File: config.mk
export PLATFORM = sky130hd
export DESIGN_NAME = rfa_divider
export DESIGN_NICKNAME = d
export VERILOG_FILES = /design/src/design/rfa_divider.sv
export SDC_FILE = /design/constraint.sdc
export NUM_CORES = 1
export LEC_CHECK = 0
export ABC_CLOCK_PERIOD_IN_PS = 5300
export BUFFER_PORTS_ARGS = -buffer_cell sky130_fd_sc_hd__buf_2
export CAP_MARGIN = 5
export CELL_PAD_IN_SITES_DETAIL_PLACEMENT = 1
export CELL_PAD_IN_SITES_GLOBAL_PLACEMENT = 1
export CORE_ASPECT_RATIO = 0.75
export CORE_MARGIN = 2
export CORE_UTILIZATION = 48
export CTS_CLUSTER_DIAMETER = 60
export CTS_CLUSTER_SIZE = 14
export DETAILED_ROUTE_END_ITERATION = 12
export PLACE_DENSITY_LB_ADDON = 0.2
export SYNTH_ARGS = -nofsm -noshare
export SYNTH_HDL_FRONTEND = slang
export SYNTH_SLANG_ARGS = --single-unit
File: constraint.sdc
create_clock -name clock -period 5.3 [get_ports clock]
set_clock_uncertainty 0.1 [all_clocks]
set_input_delay 0.53 -clock clock [delete_from_list [all_inputs] [get_ports clock]]
set_output_delay 0.53 -clock clock [all_outputs]
set_load 0.03 [all_outputs]
File: src/design/rfa_divider.sv
module rfa_divider #(
   parameter int unsigned W = 64
) (
   input  logic         clock,
   input  logic         reset,
   input  logic         start,
   input  logic [W-1:0] dividend,
   input  logic [W-1:0] divisor,
   output logic         busy,
   output logic [W-1:0] quotient
);
   localparam int unsigned CW = $clog2(W + 1);

   logic [W-1:0]  quot_ff, quot_in;
   logic [W:0]    rem_ff, rem_in;
   logic [W-1:0]  dvs_ff, dvs_in;
   logic [CW-1:0] cnt_ff, cnt_in;
   logic          busy_ff, busy_in;
   logic [W:0]    trial;

   always_comb begin
      quot_in = quot_ff;
      rem_in  = rem_ff;
      dvs_in  = dvs_ff;
      cnt_in  = cnt_ff;
      busy_in = busy_ff;
      trial   = {rem_ff[W-1:0], quot_ff[W-1]};
      if (start) begin
         quot_in = dividend;
         rem_in  = '0;
         dvs_in  = divisor;
         cnt_in  = CW'(W);
         busy_in = 1'b1;
      end else if (busy_ff) begin
         // one quotient bit per cycle, dividend shifted out of the quotient reg
         if (trial >= {1'b0, dvs_ff}) begin
            rem_in  = trial - {1'b0, dvs_ff};
            quot_in = {quot_ff[W-2:0], 1'b1};
         end else begin
            rem_in  = trial;
            quot_in = {quot_ff[W-2:0], 1'b0};
         end
         cnt_in  = cnt_ff - 1'b1;
         busy_in = (cnt_ff != CW'(1));
      end
   end

   always_ff @(posedge clock) begin
      if (reset) begin
         busy_ff <= 1'b0;
         cnt_ff  <= '0;
      end else begin
         busy_ff <= busy_in;
         cnt_ff  <= cnt_in;
      end
      quot_ff <= quot_in;
      rem_ff  <= rem_in;
      dvs_ff  <= dvs_in;
   end

   assign busy     = busy_ff;
   assign quotient = quot_ff;

   property p_count_tracks_busy;
      @(posedge clock) disable iff (reset) busy_ff |-> (cnt_ff != '0);
   endproperty
   a_count_tracks_busy: assert property (p_count_tracks_busy)
      else $error("divider busy with zero count");

   property p_start_busy;
      @(posedge clock) disable iff (reset) start |=> busy_ff;
   endproperty
   a_start_busy: assert property (p_start_busy)
      else $error("divider did not start");

   property p_remainder_bound;
      @(posedge clock) disable iff (reset) busy_ff |-> (rem_ff < {1'b0, dvs_ff});
   endproperty
   a_remainder_bound: assert property (p_remainder_bound)
      else $error("divider remainder out of range");

endmodule

== After elaboration in Yosys (flattened, before gate mapping) ==
Index checks and enable logic that the tools add are counted.
Storage, ports and cells
  flip-flop bits (word level): 200
  bits of input ports: 131
  output and inout bits: 65
  word-level logic and storage cells: 20
Cells by class
  add/subtract/negate cells: 2
  order comparisons: 1
  equal/unequal tests: 1
  multiplexer cells: 8
  reductions and logical operators: 2
Operator list (number)
  $mux 64: 3
  $ge 65x64->1: 1
  $sub 64x64->64: 1
  $mux 7: 2
  $ne 7x1->1 const B: 1
  $sub 7x1->7 const B: 1
  $mux 1: 3
  $reduce_bool 2->1: 1
  $reduce_or 2->1: 1

== Longest topological paths before layout ==
Gate-level depths: netlist of run 1.
  word-level depth: 4
  mapped depth: 16
  mapped depth without buffers: 13

== Worst setup path before layout of run 1 ==
OpenSTA, ideal clock, no wires.
  kind: register to register
  start: reg quot_ff[63] (netlist: quotient[63])
  end: reg rem_ff[56]
  data arrival time: 3.111 ns
  required time: 5.109 ns
  slack: 1.998 ns
  stages on the path, launching flop included: 14
  period minus slack after synthesis: 3.302 ns
  cells stage by stage: edfxtp_1 > inv_1 > ha_1 > fa_1 > nor2b_1 > o21bai_1 > a211oi_2 > o22ai_1 > o2111a_1 > o211ai_1 > a311o_1 > xor2_1 > nand2_1 > a311oi_1
Between the ends
  cells in the longest elaborated chain, start to end: 2
  elaborated cells on any way between the ends: 3
  those cells by class: add/sub: 1; order compare: 1; mux: 1
RTL lines
  start: declaration: RTL line 14  | logic [W-1:0] quot_ff, quot_in;
  start signal: assignment: RTL line 56  | quot_ff <= quot_in;
  $sub 64x64->64 or $ge 65x64->1 (tied branches): RTL line 37, 36
  $mux 64 (*): RTL line 36  | if (trial >= {1'b0, dvs_ff}) begin
  end signal: assignment: RTL line 57  | rem_ff <= rem_in;
  end: declaration: RTL line 15  | logic [W:0] rem_ff, rem_in;
Every way passes the cells marked *; elsewhere a longest branch is shown, timed or not.
A chain may end at the register's enable or synchronous reset.

== Final worst setup path of run 1 ==
  start: reg dvs_ff[12]
  end: reg rem_ff[24]
Between the ends
  cells in the longest elaborated chain, start to end: 2
  elaborated cells on any way between the ends: 3
  those cells by class: add/sub: 1; order compare: 1; mux: 1
RTL lines
  start: declaration: RTL line 16  | logic [W-1:0] dvs_ff, dvs_in;
  start signal: assignment: RTL line 58  | dvs_ff <= dvs_in;
  $sub 64x64->64 or $ge 65x64->1 (tied branches): RTL line 37, 36
  $mux 64 (*): RTL line 36
Marked as above.

==> impl_metrics.env, run 1 <==
export IMPL_fin_tns_setup_ns=0
export IMPL_dr_pass1_iters=5
export IMPL_period_share=0.784
export IMPL_cts_hold_buf=0
export IMPL_power_uw=4540
export IMPL_synth_seq_area_share=0.436
export IMPL_crit_type="flop to flop"
export IMPL_r2r_slack_ns=1.14
export IMPL_yosys_cell_types_count=77
export IMPL_place_ws_ns=1.23
export IMPL_r2r_start="dvs_ff[12]"
export IMPL_cp_endpoint="rem_ff[24]"
export IMPL_synthFlopType="edfxtp_1"
export IMPL_fill_cells=2942
export IMPL_drt_iter0_drc=543
export IMPL_peakVddDrop_mv=0.323
export IMPL_drc=0
export IMPL_cpPeakStageDelay_ns=0.82
export IMPL_diodes=0
export IMPL_wl_per_cell_microns=19.1
export IMPL_rsz0062_at_grt="false"
export IMPL_vias_per_cell=5.73
export IMPL_cp_start_kind="flop"
export IMPL_finalHoldWorstSlack_ns=0.140
export IMPL_io_buffers=195
export IMPL_nets=1609
export IMPL_worst_pin_slew_ns=1.03
export IMPL_netlist_instances=1258
export IMPL_wl_microns=33600
export IMPL_start_util=0.487
export IMPL_critPathCaptureType="flop"
export IMPL_worst_path_stages=13
export IMPL_arrival_ns=4.42
export IMPL_top_level_ports=196
export IMPL_drv_slew=0
export IMPL_required_ns=5.57
export IMPL_std_cell_rows=50
export IMPL_slew_headroom=0.311
export IMPL_cts_buffers=17
export IMPL_h_tree_depth=4
export IMPL_cts_setup_buffers=0
export IMPL_crit_fanout=38
export IMPL_fin_ws_ns=1.14
export IMPL_drive_gt1_frac=0.246
export IMPL_die_w_microns=188
export IMPL_ys_ff_latch=200
export IMPL_fmax_ghz=0.241
export IMPL_synth_area_sq_um=12100
export IMPL_startpoint="dvs_ff[12]"
export IMPL_status="completed"
export IMPL_ff2ff_path_depth=13
export IMPL_place_congestion=0.896
export IMPL_avgSynthCellArea_sq_um=9.64
export IMPL_grt_pass1_vias=10202
export IMPL_dp_hpwl_microns=24400
export IMPL_grt_overflow=0
export IMPL_postRouteAntennaNets=0
export IMPL_grt_usage=0.253
export IMPL_area_growth_pct=14.2
export IMPL_cp_top_family="compound AO/OA/AOI/OAI gates"
export IMPL_syn_num_nets=1456
export IMPL_cts_sinks=200
export IMPL_dieArea_sq_um=26600
export IMPL_grt_pass1_wl_microns=53900
export IMPL_maxCapViolCount=0
export IMPL_grt_max_degree=86
export IMPL_cts_tree="yes"
export IMPL_insertion_delay_ns=0.46
export IMPL_hold_viol=0
export IMPL_coreArea_sq_um=24900
export IMPL_setup_viol=0
export IMPL_p_per_area_nw_per_um2=327
export IMPL_root_buffer="clkbuf_16"
export IMPL_synth_edf_count=128
export IMPL_yosysWarnings=0
export IMPL_postLayoutCellArea_sq_um=13900
export IMPL_vias=10091
export IMPL_cp_slowest_cell="o21a_2"
export IMPL_ctsLongestPathBuffers=2
export IMPL_antenna_found_initial=0
export IMPL_hp_class="input port to flop"
export IMPL_post_route_min_period_ns=4.16
export IMPL_die_y_microns=142
export IMPL_post_dp_cell_area_sq_um=13300
export IMPL_leakage_uw=0.00579
export IMPL_r2r_end="rem_ff[24]"
export IMPL_crit_path_cell_trace="inv_1, ha_1, a21oi_2, o21ai_1, a31o_1, a221o_2, a21oi_4, o21ai_4, a41oi_2, o21a_2, buf_4, nand2_1, a311oi_1"
export IMPL_ctsResizeCount=0
export IMPL_crit_buf_inv=2
export IMPL_clkSlewWorstSetupHoldPaths_ns=0.08
export IMPL_synthArstFlopShare=0
worst register-to-register path: cells and delay by family, from the launching register on:
kind,cells,cell delay [ns]
AND/OR/NAND/NOR,1,0.08
buffers and inverters,2,0.43
flip-flops,1,0.33
AO/OA/AOI/OAI,9,2.71
adder cells (fa/ha/maj),1,0.42
cells in the mapped netlist, types with 3 or more instances:
cell type	instances	area (sq um)
clkbuf_1	43	161
buf_4	4	30.0
nand2_2	10	62.6
nor3b_1	5	37.5
a32oi_1	3	26.3
or3_1	7	43.8
edfxtp_1	128	3840
inv_1	83	312
nor3_1	17	85.1
a21o_1	34	255
nor2_1	109	409
a311oi_2	10	150
buf_2	18	90.1
a211oi_1	11	82.6
o21bai_1	8	60.1
buf_1	3	11.3
nand4_1	22	138
a311o_1	3	30.0
nor3_2	4	40.0
o22ai_1	3	18.8
and3_1	7	43.8
o211ai_1	8	60.1
a31oi_1	4	25.0
nand3_1	37	185
dfxtp_1	72	1440
o21ai_0	40	200
a311oi_1	38	333
o21ai_1	8	40.0
nor4_1	5	31.3
nand2b_1	7	43.8
o21a_1	8	60.1
ha_1	66	826
nand2_1	150	563
xor2_1	25	219
a211o_1	3	26.3
mux2_2	65	732
xnor2_1	36	315
a21oi_1	78	390
a31o_2	4	35.0
nor2b_1	11	68.8
o31ai_1	4	30.0
and2_1	5	31.3
kinds of logic (layout without fill, tap and decap cells):
group                      after synthesis  after routing  synth area share
buffers and inverters                  155            320            0.0542
xor gates and xnor gates                61             61            0.0441
muxes                                   66             66            0.0612
AOI/OAI and AO/OA                      298            298             0.178
and+or+nand+nor                        411            411             0.157
DFF                                    200            200             0.436
adders and majority gates               67             67            0.0697
routing by layer:
metal	track usage	wire (microns)
met3	0.0416	1400
met4	0.0576	344
met2	0.403	15400
met1	0.362	16400
met5	0	0
area by class of cell:
class	instances	area, sq um	share of cell area
multi-input cells	903	6200	0.447
inverters	83	312	0.0225
clock buffers	17	425	0.0307
flip-flops and latches	200	5290	0.382
clock inverters	14	144	0.0104
repair buffers	206	1060	0.0769
well taps	338	423	0.0305
power by group:
group | switching [uW] | internal, uW
sequential | 91.3 | 1820
clock | 646 | 658
combinational | 845 | 478
cell usage in the layout (no fill, tap or decap), types with 8 or more instances in the layout:
cell type	count
dfxtp_1	71
inv_1	82
ha_1	66
nand3_1	37
o211ai_1	8
xor2_1	25
a311oi_2	10
a311oi_1	38
mux2_2	65
nor2b_1	11
a21oi_1	78
xnor2_1	36
o21bai_1	8
o21ai_0	40
nand2_1	150
nand2_2	10
a21o_1	34
nor2_1	109
buf_2	194
clkbuf_16	17
nor3_1	17
edfxtp_1	128
buf_4	11
a211oi_1	11
nand4_1	22
worst min-delay path by stage:
stage | start | endpoint | slack, ns | depth (start not counted)
finish | divisor[27] | dvs_ff[27] | 0.14 | 1
detailed placement | rem_ff[22] | rem_ff[22] | 0.40 | 2
CTS | divisor[27] | dvs_ff[27] | 0.12 | 1
global route | divisor[56] | dvs_ff[56] | 0.12 | 1
global placement | rem_ff[23] | rem_ff[24] | 0.38 | 2
floorplan | rem_ff[61] | rem_ff[61] | 0.36 | 2
registers in the layout, indices dropped and copies added, names as in the netlist:
register  flops
cnt_ff        7
dvs_ff       64
rem_ff       64
busy          1
quotient     64
through the flow:
step / util / cells
after detailed placement: 0.534 / 1730
after floorplan: - / 1258
after global routing: 0.556 / 1761
after global placement: 0.534 / 1730
after CTS: 0.556 / 1761
final: 0.556 / 1761
(Power assumes the default switching activity.)
==> inputs of run 2 (changes only) <==
--- a/config.mk
+++ b/config.mk
@@ -5,14 +5,15 @@
 export SDC_FILE = /design/constraint.sdc
 export NUM_CORES = 1
 export LEC_CHECK = 0
-export ABC_CLOCK_PERIOD_IN_PS = 5300
+export ABC_AREA = 1
+export ABC_CLOCK_PERIOD_IN_PS = 3700
 export BUFFER_PORTS_ARGS = -buffer_cell sky130_fd_sc_hd__buf_2
 export CAP_MARGIN = 5
 export CELL_PAD_IN_SITES_DETAIL_PLACEMENT = 1
 export CELL_PAD_IN_SITES_GLOBAL_PLACEMENT = 1
 export CORE_ASPECT_RATIO = 0.75
 export CORE_MARGIN = 2
-export CORE_UTILIZATION = 48
+export CORE_UTILIZATION = 38
 export CTS_CLUSTER_DIAMETER = 60
 export CTS_CLUSTER_SIZE = 14
 export DETAILED_ROUTE_END_ITERATION = 12
==> constraint.sdc (replaced) <==
create_clock -name clock -period 3.7 [get_ports clock]
set_clock_uncertainty 0.1 [all_clocks]
set_input_delay 0.37 -clock clock [delete_from_list [all_inputs] [get_ports clock]]
set_output_delay 0.37 -clock clock [all_outputs]
set_load 0.03 [all_outputs]
==> impl_metrics.env, run 2 <==
export IMPL_status="completed"
export IMPL_required_ns=4.00
export IMPL_final_common_cell="nand2_1"
export IMPL_layout_common_cells="915 x nand2_1, 440 x inv_1, 194 x buf_2"
export IMPL_fmax_ghz=0.303
export IMPL_holdPathEnd="quotient[1]"
export IMPL_hp_class="input port to flop"
export IMPL_power_uw=5570
export IMPL_synthFlopType="edfxtp_1"
export IMPL_postRouteAntennaNets=0
export IMPL_hold_depth=3
export IMPL_arrival_ns=3.59
export IMPL_vias=14390
export IMPL_die_y_microns=173
export IMPL_grt_pass1_vias=14578
export IMPL_dpl_cell_count=2862
export IMPL_worst_pin_slew_ns=1.12
export IMPL_dp_hpwl_microns=42700
export IMPL_grt_usage=0.274
export IMPL_syn_num_nets=2397
export IMPL_maxCapViolCount=0
export IMPL_cts_setup_buffers=0
export IMPL_synth_most_common_cell="nand2_1"
export IMPL_clkSlewWorstSetupHoldPaths_ns=0.08
export IMPL_die_w_microns=229
export IMPL_ys_ff_latch=200
export IMPL_top_level_ports=196
export IMPL_coreArea_sq_um=37200
export IMPL_synthArstFlopShare=0
export IMPL_drt_iter0_drc=974
export IMPL_post_dp_cell_area_sq_um=15900
export IMPL_synth_area_sq_um=14400
export IMPL_vias_per_cell=4.86
export IMPL_place_congestion=0.967
export IMPL_crit_type="flop to flop"
export IMPL_critPathCaptureType="flop"
export IMPL_leakage_uw=0.00940
export IMPL_period_share=0.891
export IMPL_yosys_cell_types_count=41
export IMPL_slew_headroom=0.251
export IMPL_yosysTopAreaCell="edfxtp_1"
export IMPL_area_growth_pct=18.8
export IMPL_diodes=0
export IMPL_synth_seq_area_share=0.366
export IMPL_ff2ff_path_depth=19
export IMPL_wl_microns=53700
export IMPL_stdcell_count=2959
export IMPL_insertion_delay_ns=0.49
export IMPL_rsz0062_at_grt="false"
export IMPL_yosysWarnings=0
export IMPL_grt_max_degree=67
export IMPL_post_route_min_period_ns=3.30
export IMPL_cts_buffers=17
export IMPL_io_buffers=195
export IMPL_drv_slew=0
export IMPL_nets=2640
export IMPL_antenna_found_initial=0
export IMPL_synth_edf_count=128
export IMPL_setup_viol=0
export IMPL_cp_start_kind="flop"
export IMPL_cts_tree="yes"
export IMPL_drc=0
export IMPL_start_util=0.387
export IMPL_hold_viol=0
export IMPL_std_cell_rows=61
export IMPL_hp_start="dividend[1]"
export IMPL_grt_pass1_wl_microns=83600
export IMPL_postLayoutCellArea_sq_um=17100
export IMPL_startpoint="dvs_ff[3]"
export IMPL_r2r_end="rem_ff[54]"
export IMPL_synth_area_leaders="edfxtp_1 27%, nand2_1 24%, inv_1 11%, dfxtp_1 10%, ha_1 5.7%"
export IMPL_netlist_instances=2199
export IMPL_avgSynthCellArea_sq_um=6.56
export IMPL_synth_commonest_cells="915 x nand2_1, 441 x inv_1, 156 x nand3_1, 128 x edfxtp_1, 106 x nor2_1"
export IMPL_ctsLongestPathBuffers=2
export IMPL_r2r_slack_ns=0.40
export IMPL_wl_per_cell_microns=18.1
export IMPL_fin_tns_setup_ns=0
export IMPL_p_per_area_nw_per_um2=325
export IMPL_cts_sinks=200
export IMPL_synth_top_cell_area_share=0.266
export IMPL_dieArea_sq_um=39600
export IMPL_grt_overflow=0
export IMPL_ctsResizeCount=0
export IMPL_root_buffer="clkbuf_16"
export IMPL_crit_fanout=34
export IMPL_dr_pass1_iters=5
export IMPL_drive_gt1_frac=0.118
export IMPL_utilization=0.460
export IMPL_peakVddDrop_mv=0.345
export IMPL_r2r_start="dvs_ff[3]"
export IMPL_h_tree_depth=4
[run 2: logic make-up after synthesis]
group                      count (synthesis)  synth area share
and+or+nand+nor                         1293             0.376
buffers and inverters                    495             0.137
DFF                                      200             0.366
AOI/OAI and AO/OA                        112            0.0428
adders and majority gates                 67            0.0586
xor gates and xnor gates                  32            0.0194
[run 2: what timing repair did]
action	4_1_cts	5_1_grt
setup endpoints to repair	0	0
hold buffers	65	0
hold endpoints to repair	66	0
[run 2: area by class of cell]
class,count,area [sq um]
fill,5029,20100
multi-input combinational,1504,7170
sequential,200,5290
timing repair buffer,271,1740
inverter,448,1680
tap,504,631
clock buffer,18,429
clock inverter,14,194
[run 2: metal layers]
layer	vias up	GRT usage	wire length [microns]
met5	-	0	0
met4	0	0.0525	614
met3	43	0.0478	2730
met2	297	0.416	22900
met1	6841	0.410	27400
li1	7209	-	-
[run 2: worst max path at each step]
| stage | end | depth (start not counted) |
|---|---|---|
| 4_1_cts | rem_ff[54] | 19 |
| 2_1_floorplan | quotient[0] | 3 |
| 6_report | rem_ff[54] | 19 |
| 3_3_place_gp | rem_ff[54] | 19 |
| 5_1_grt | rem_ff[55] | 19 |
| 3_5_place_dp | rem_ff[54] | 19 |
[run 2: critical path, stage by stage (launching register included)]
cell,delay (ns)
edfxtp_1,0.36
inv_1,0.05
ha_1,0.35
nand2_1,0.16
inv_1,0.07
nand2_1,0.06
nand2_1,0.07
nand2_1,0.10
nand3_2,0.15
nand2_1,0.11
nand2_2,0.12
nand2_2,0.10
nand2_2,0.07
nand2_4,0.35
buf_4,0.48
nand3_1,0.15
nand2_1,0.09
inv_1,0.10
nand2_1,0.07
nand2_1,0.04
[run 2: where the power goes]
part	switching (uW)	internal, uW
logic	631	303
clock network	952	1080
registers	61.7	2540
total	1640	3920
[run 2: per-stage QoR]
stage               worst slack, ns  hold slack, ns
finish                        0.403          0.0501
global route                  0.145          0.0376
CTS                           0.397          0.0235
detailed placement            0.457           0.362
global placement              0.515           0.355
floorplan                     0.322           0.344
==> inputs of run 3 (changes only) <==
--- a/config.mk
+++ b/config.mk
@@ -17,7 +17,7 @@
 export CTS_CLUSTER_DIAMETER = 60
 export CTS_CLUSTER_SIZE = 14
 export DETAILED_ROUTE_END_ITERATION = 12
-export PLACE_DENSITY_LB_ADDON = 0.2
+export PLACE_DENSITY_LB_ADDON = 0.1
 export SYNTH_ARGS = -nofsm -noshare
 export SYNTH_HDL_FRONTEND = slang
 export SYNTH_SLANG_ARGS = --single-unit
==> impl_metrics.env, run 3 (synthesized netlist as in run 2, its figures left out) <==
export IMPL_status="completed"
export IMPL_drv_slew=0
export IMPL_worst_pin_slew_ns=1.13
export IMPL_power_internal_uw=3850
export IMPL_cp_start_kind="flop"
export IMPL_worst_path_stages=19
export IMPL_critPathCaptureType="flop"
export IMPL_p_per_area_nw_per_um2=319
export IMPL_p_clk_frac=0.354
export IMPL_slew_headroom=0.249
export IMPL_wl_microns=53500
export IMPL_cpPeakStageDelay_ns=0.73
export IMPL_r2r_slack_ns=0.48
export IMPL_coreArea_sq_um=37200
export IMPL_drt_iter0_drc=903
export IMPL_drive_gt1_frac=0.118
export IMPL_die_w_microns=229
export IMPL_crit_type="flop to flop"
export IMPL_grt_usage=0.273
export IMPL_crit_fanout=65
export IMPL_crit_path_cell_trace="inv_1, ha_1, nand2_1, inv_1, nand2_1, nand3_1, nand2_1, nand2_1, inv_1, nand2_1, inv_2, nand2_2, nand2_4, buf_4, nand3_1, nand2_1, inv_1, nand2_1, nand2_1"
export IMPL_r2r_end="rem_ff[62]"
export IMPL_setup_viol=0
export IMPL_top_level_ports=196
export IMPL_hp_class="input port to flop"
export IMPL_h_tree_depth=4
export IMPL_crit_buf_inv=6
export IMPL_hold_viol=0
export IMPL_maxCapViolCount=0
export IMPL_antenna_found_initial=0
export IMPL_insertion_delay_ns=0.48
export IMPL_cp_endpoint="rem_ff[62]"
export IMPL_start_util=0.387
export IMPL_p_sw_uw=1620
export IMPL_postRouteAntennaNets=0
export IMPL_die_y_microns=173
export IMPL_wl_per_cell_microns=18.1
export IMPL_fin_tns_setup_ns=0
export IMPL_vias_per_cell=4.88
export IMPL_cts_buffers=17
export IMPL_io_buffers=195
export IMPL_std_cell_rows=61
export IMPL_r2r_start="dvs_ff[27]"
export IMPL_place_congestion=0.952
export IMPL_cts_tree="yes"
export IMPL_dr_pass1_iters=5
export IMPL_cp_slowest_cell="buf_4"
export IMPL_power_frac_comb=0.170
export IMPL_area_growth_pct=18.6
export IMPL_clkSlewWorstSetupHoldPaths_ns=0.08
export IMPL_layout_common_cells="915 x nand2_1, 440 x inv_1, 194 x buf_2"
export IMPL_dieArea_sq_um=39600
export IMPL_grt_pass1_vias=14451
export IMPL_leakage_uw=0.00939
export IMPL_root_buffer="clkbuf_16"
export IMPL_fmax_ghz=0.311
export IMPL_seqPwrFrac=0.475
export IMPL_startpoint="dvs_ff[27]"
export IMPL_cpMostUsedCell="nand2_1"
export IMPL_cp_top_family="simple AND/OR/NAND/NOR gates"
export IMPL_finalHoldWorstSlack_ns=0.0640
export IMPL_rsz0062_at_grt="false"
export IMPL_final_common_cell="nand2_1"
export IMPL_required_ns=3.96
export IMPL_grt_overflow=0
export IMPL_cts_setup_buffers=0
export IMPL_cts_sinks=200
export IMPL_drc=0
export IMPL_grt_pass1_wl_microns=83300
export IMPL_ctsLongestPathBuffers=2
export IMPL_period_share=0.869
export IMPL_nets=2639
export IMPL_grt_max_degree=69
export IMPL_diodes=0
export IMPL_post_route_min_period_ns=3.22
export IMPL_arrival_ns=3.48
export IMPL_ff2ff_path_depth=19
export IMPL_peakVddDrop_mv=0.373
export IMPL_p_sw_frac=0.296
export IMPL_vias=14444
export IMPL_dp_hpwl_microns=42600
[run 3: cell count changes in the layout (fill, tap and decap cells not counted), sizes merged]
cell,delta
buf,-1
clkbuf,+4
clkinv,-1
bufinv,-3
[run 3: worst register-to-register path: stages (launching register included)]
cell,delay (ns)
edfxtp_1,0.34
inv_1,0.04
ha_1,0.34
nand2_1,0.17
inv_1,0.05
nand2_1,0.06
nand3_1,0.15
nand2_1,0.10
nand2_1,0.15
inv_1,0.09
nand2_1,0.09
inv_2,0.07
nand2_2,0.08
nand2_4,0.08
buf_4,0.73
nand3_1,0.19
nand2_1,0.11
inv_1,0.07
nand2_1,0.05
nand2_1,0.04
[run 3: final cells by class]
| type | instances | area [sq um] |
|---|---|---|
| fill | 5005 | 20100 |
| multi-input combinational | 1504 | 7170 |
| sequential | 200 | 5290 |
| timing repair buffer | 270 | 1740 |
| inverter | 448 | 1680 |
| tap | 504 | 631 |
| clock buffer | 22 | 518 |
| clock inverter | 10 | 81.3 |
[run 3: worst min-delay path by stage]
stage | from | endpoint | slack (ns) | depth (start not counted)
floorplan | rem_ff[27] | rem_ff[27] | 0.34 | 2
global placement | rem_ff[37] | rem_ff[37] | 0.36 | 2
detailed placement | rem_ff[43] | rem_ff[43] | 0.36 | 2
CTS | dividend[4] | quotient[4] | 0.03 | 3
global route | dividend[6] | quotient[6] | 0.05 | 3
finish | dividend[36] | quotient[36] | 0.06 | 3
[run 3: power by group through the flow]
stage / Clock, uW / Sequential, uW / Combinational [uW]
after floorplan: 0 / 2790 / 394
after global placement: 0 / 2640 / 863
after detailed placement: 0 / 2650 / 876
after CTS: 2000 / 2600 / 935
after global routing: 2080 / 2620 / 1020
final: 1940 / 2600 / 931
[run 3: what timing repair did]
| item | 4_1_cts | 5_1_grt |
|---|---|---|
| resized for setup | 0 | 0 |
| hold buffers | 65 | 0 |
| setup endpoints to repair | 0 | 0 |
| endpoints found under the hold margin | 66 | 0 |
[run 3: per-layer routing]
layer,share of wire,vias up,GRT usage,wire length [microns]
met2,0.42,260,0.406,22500
met4,0.010,0,0.0514,561
met5,0,-,0,0
met1,0.52,6943,0.412,27700
met3,0.050,32,0.0515,2700
li1,-,7209,-,-
[run 3: metrics by stage]
step	cells	setup WS [ns]	power (uW)	cell area, sq um	utilization
2_1_floorplan	2199	0.322	3190	14400	-
3_3_place_gp	2861	0.562	3500	15900	0.426
3_5_place_dp	2861	0.533	3520	15900	0.426
4_1_cts	2958	0.483	5540	17100	0.459
5_1_grt	2958	0.238	5720	17100	0.459
6_report	2958	0.484	5460	17100	0.459
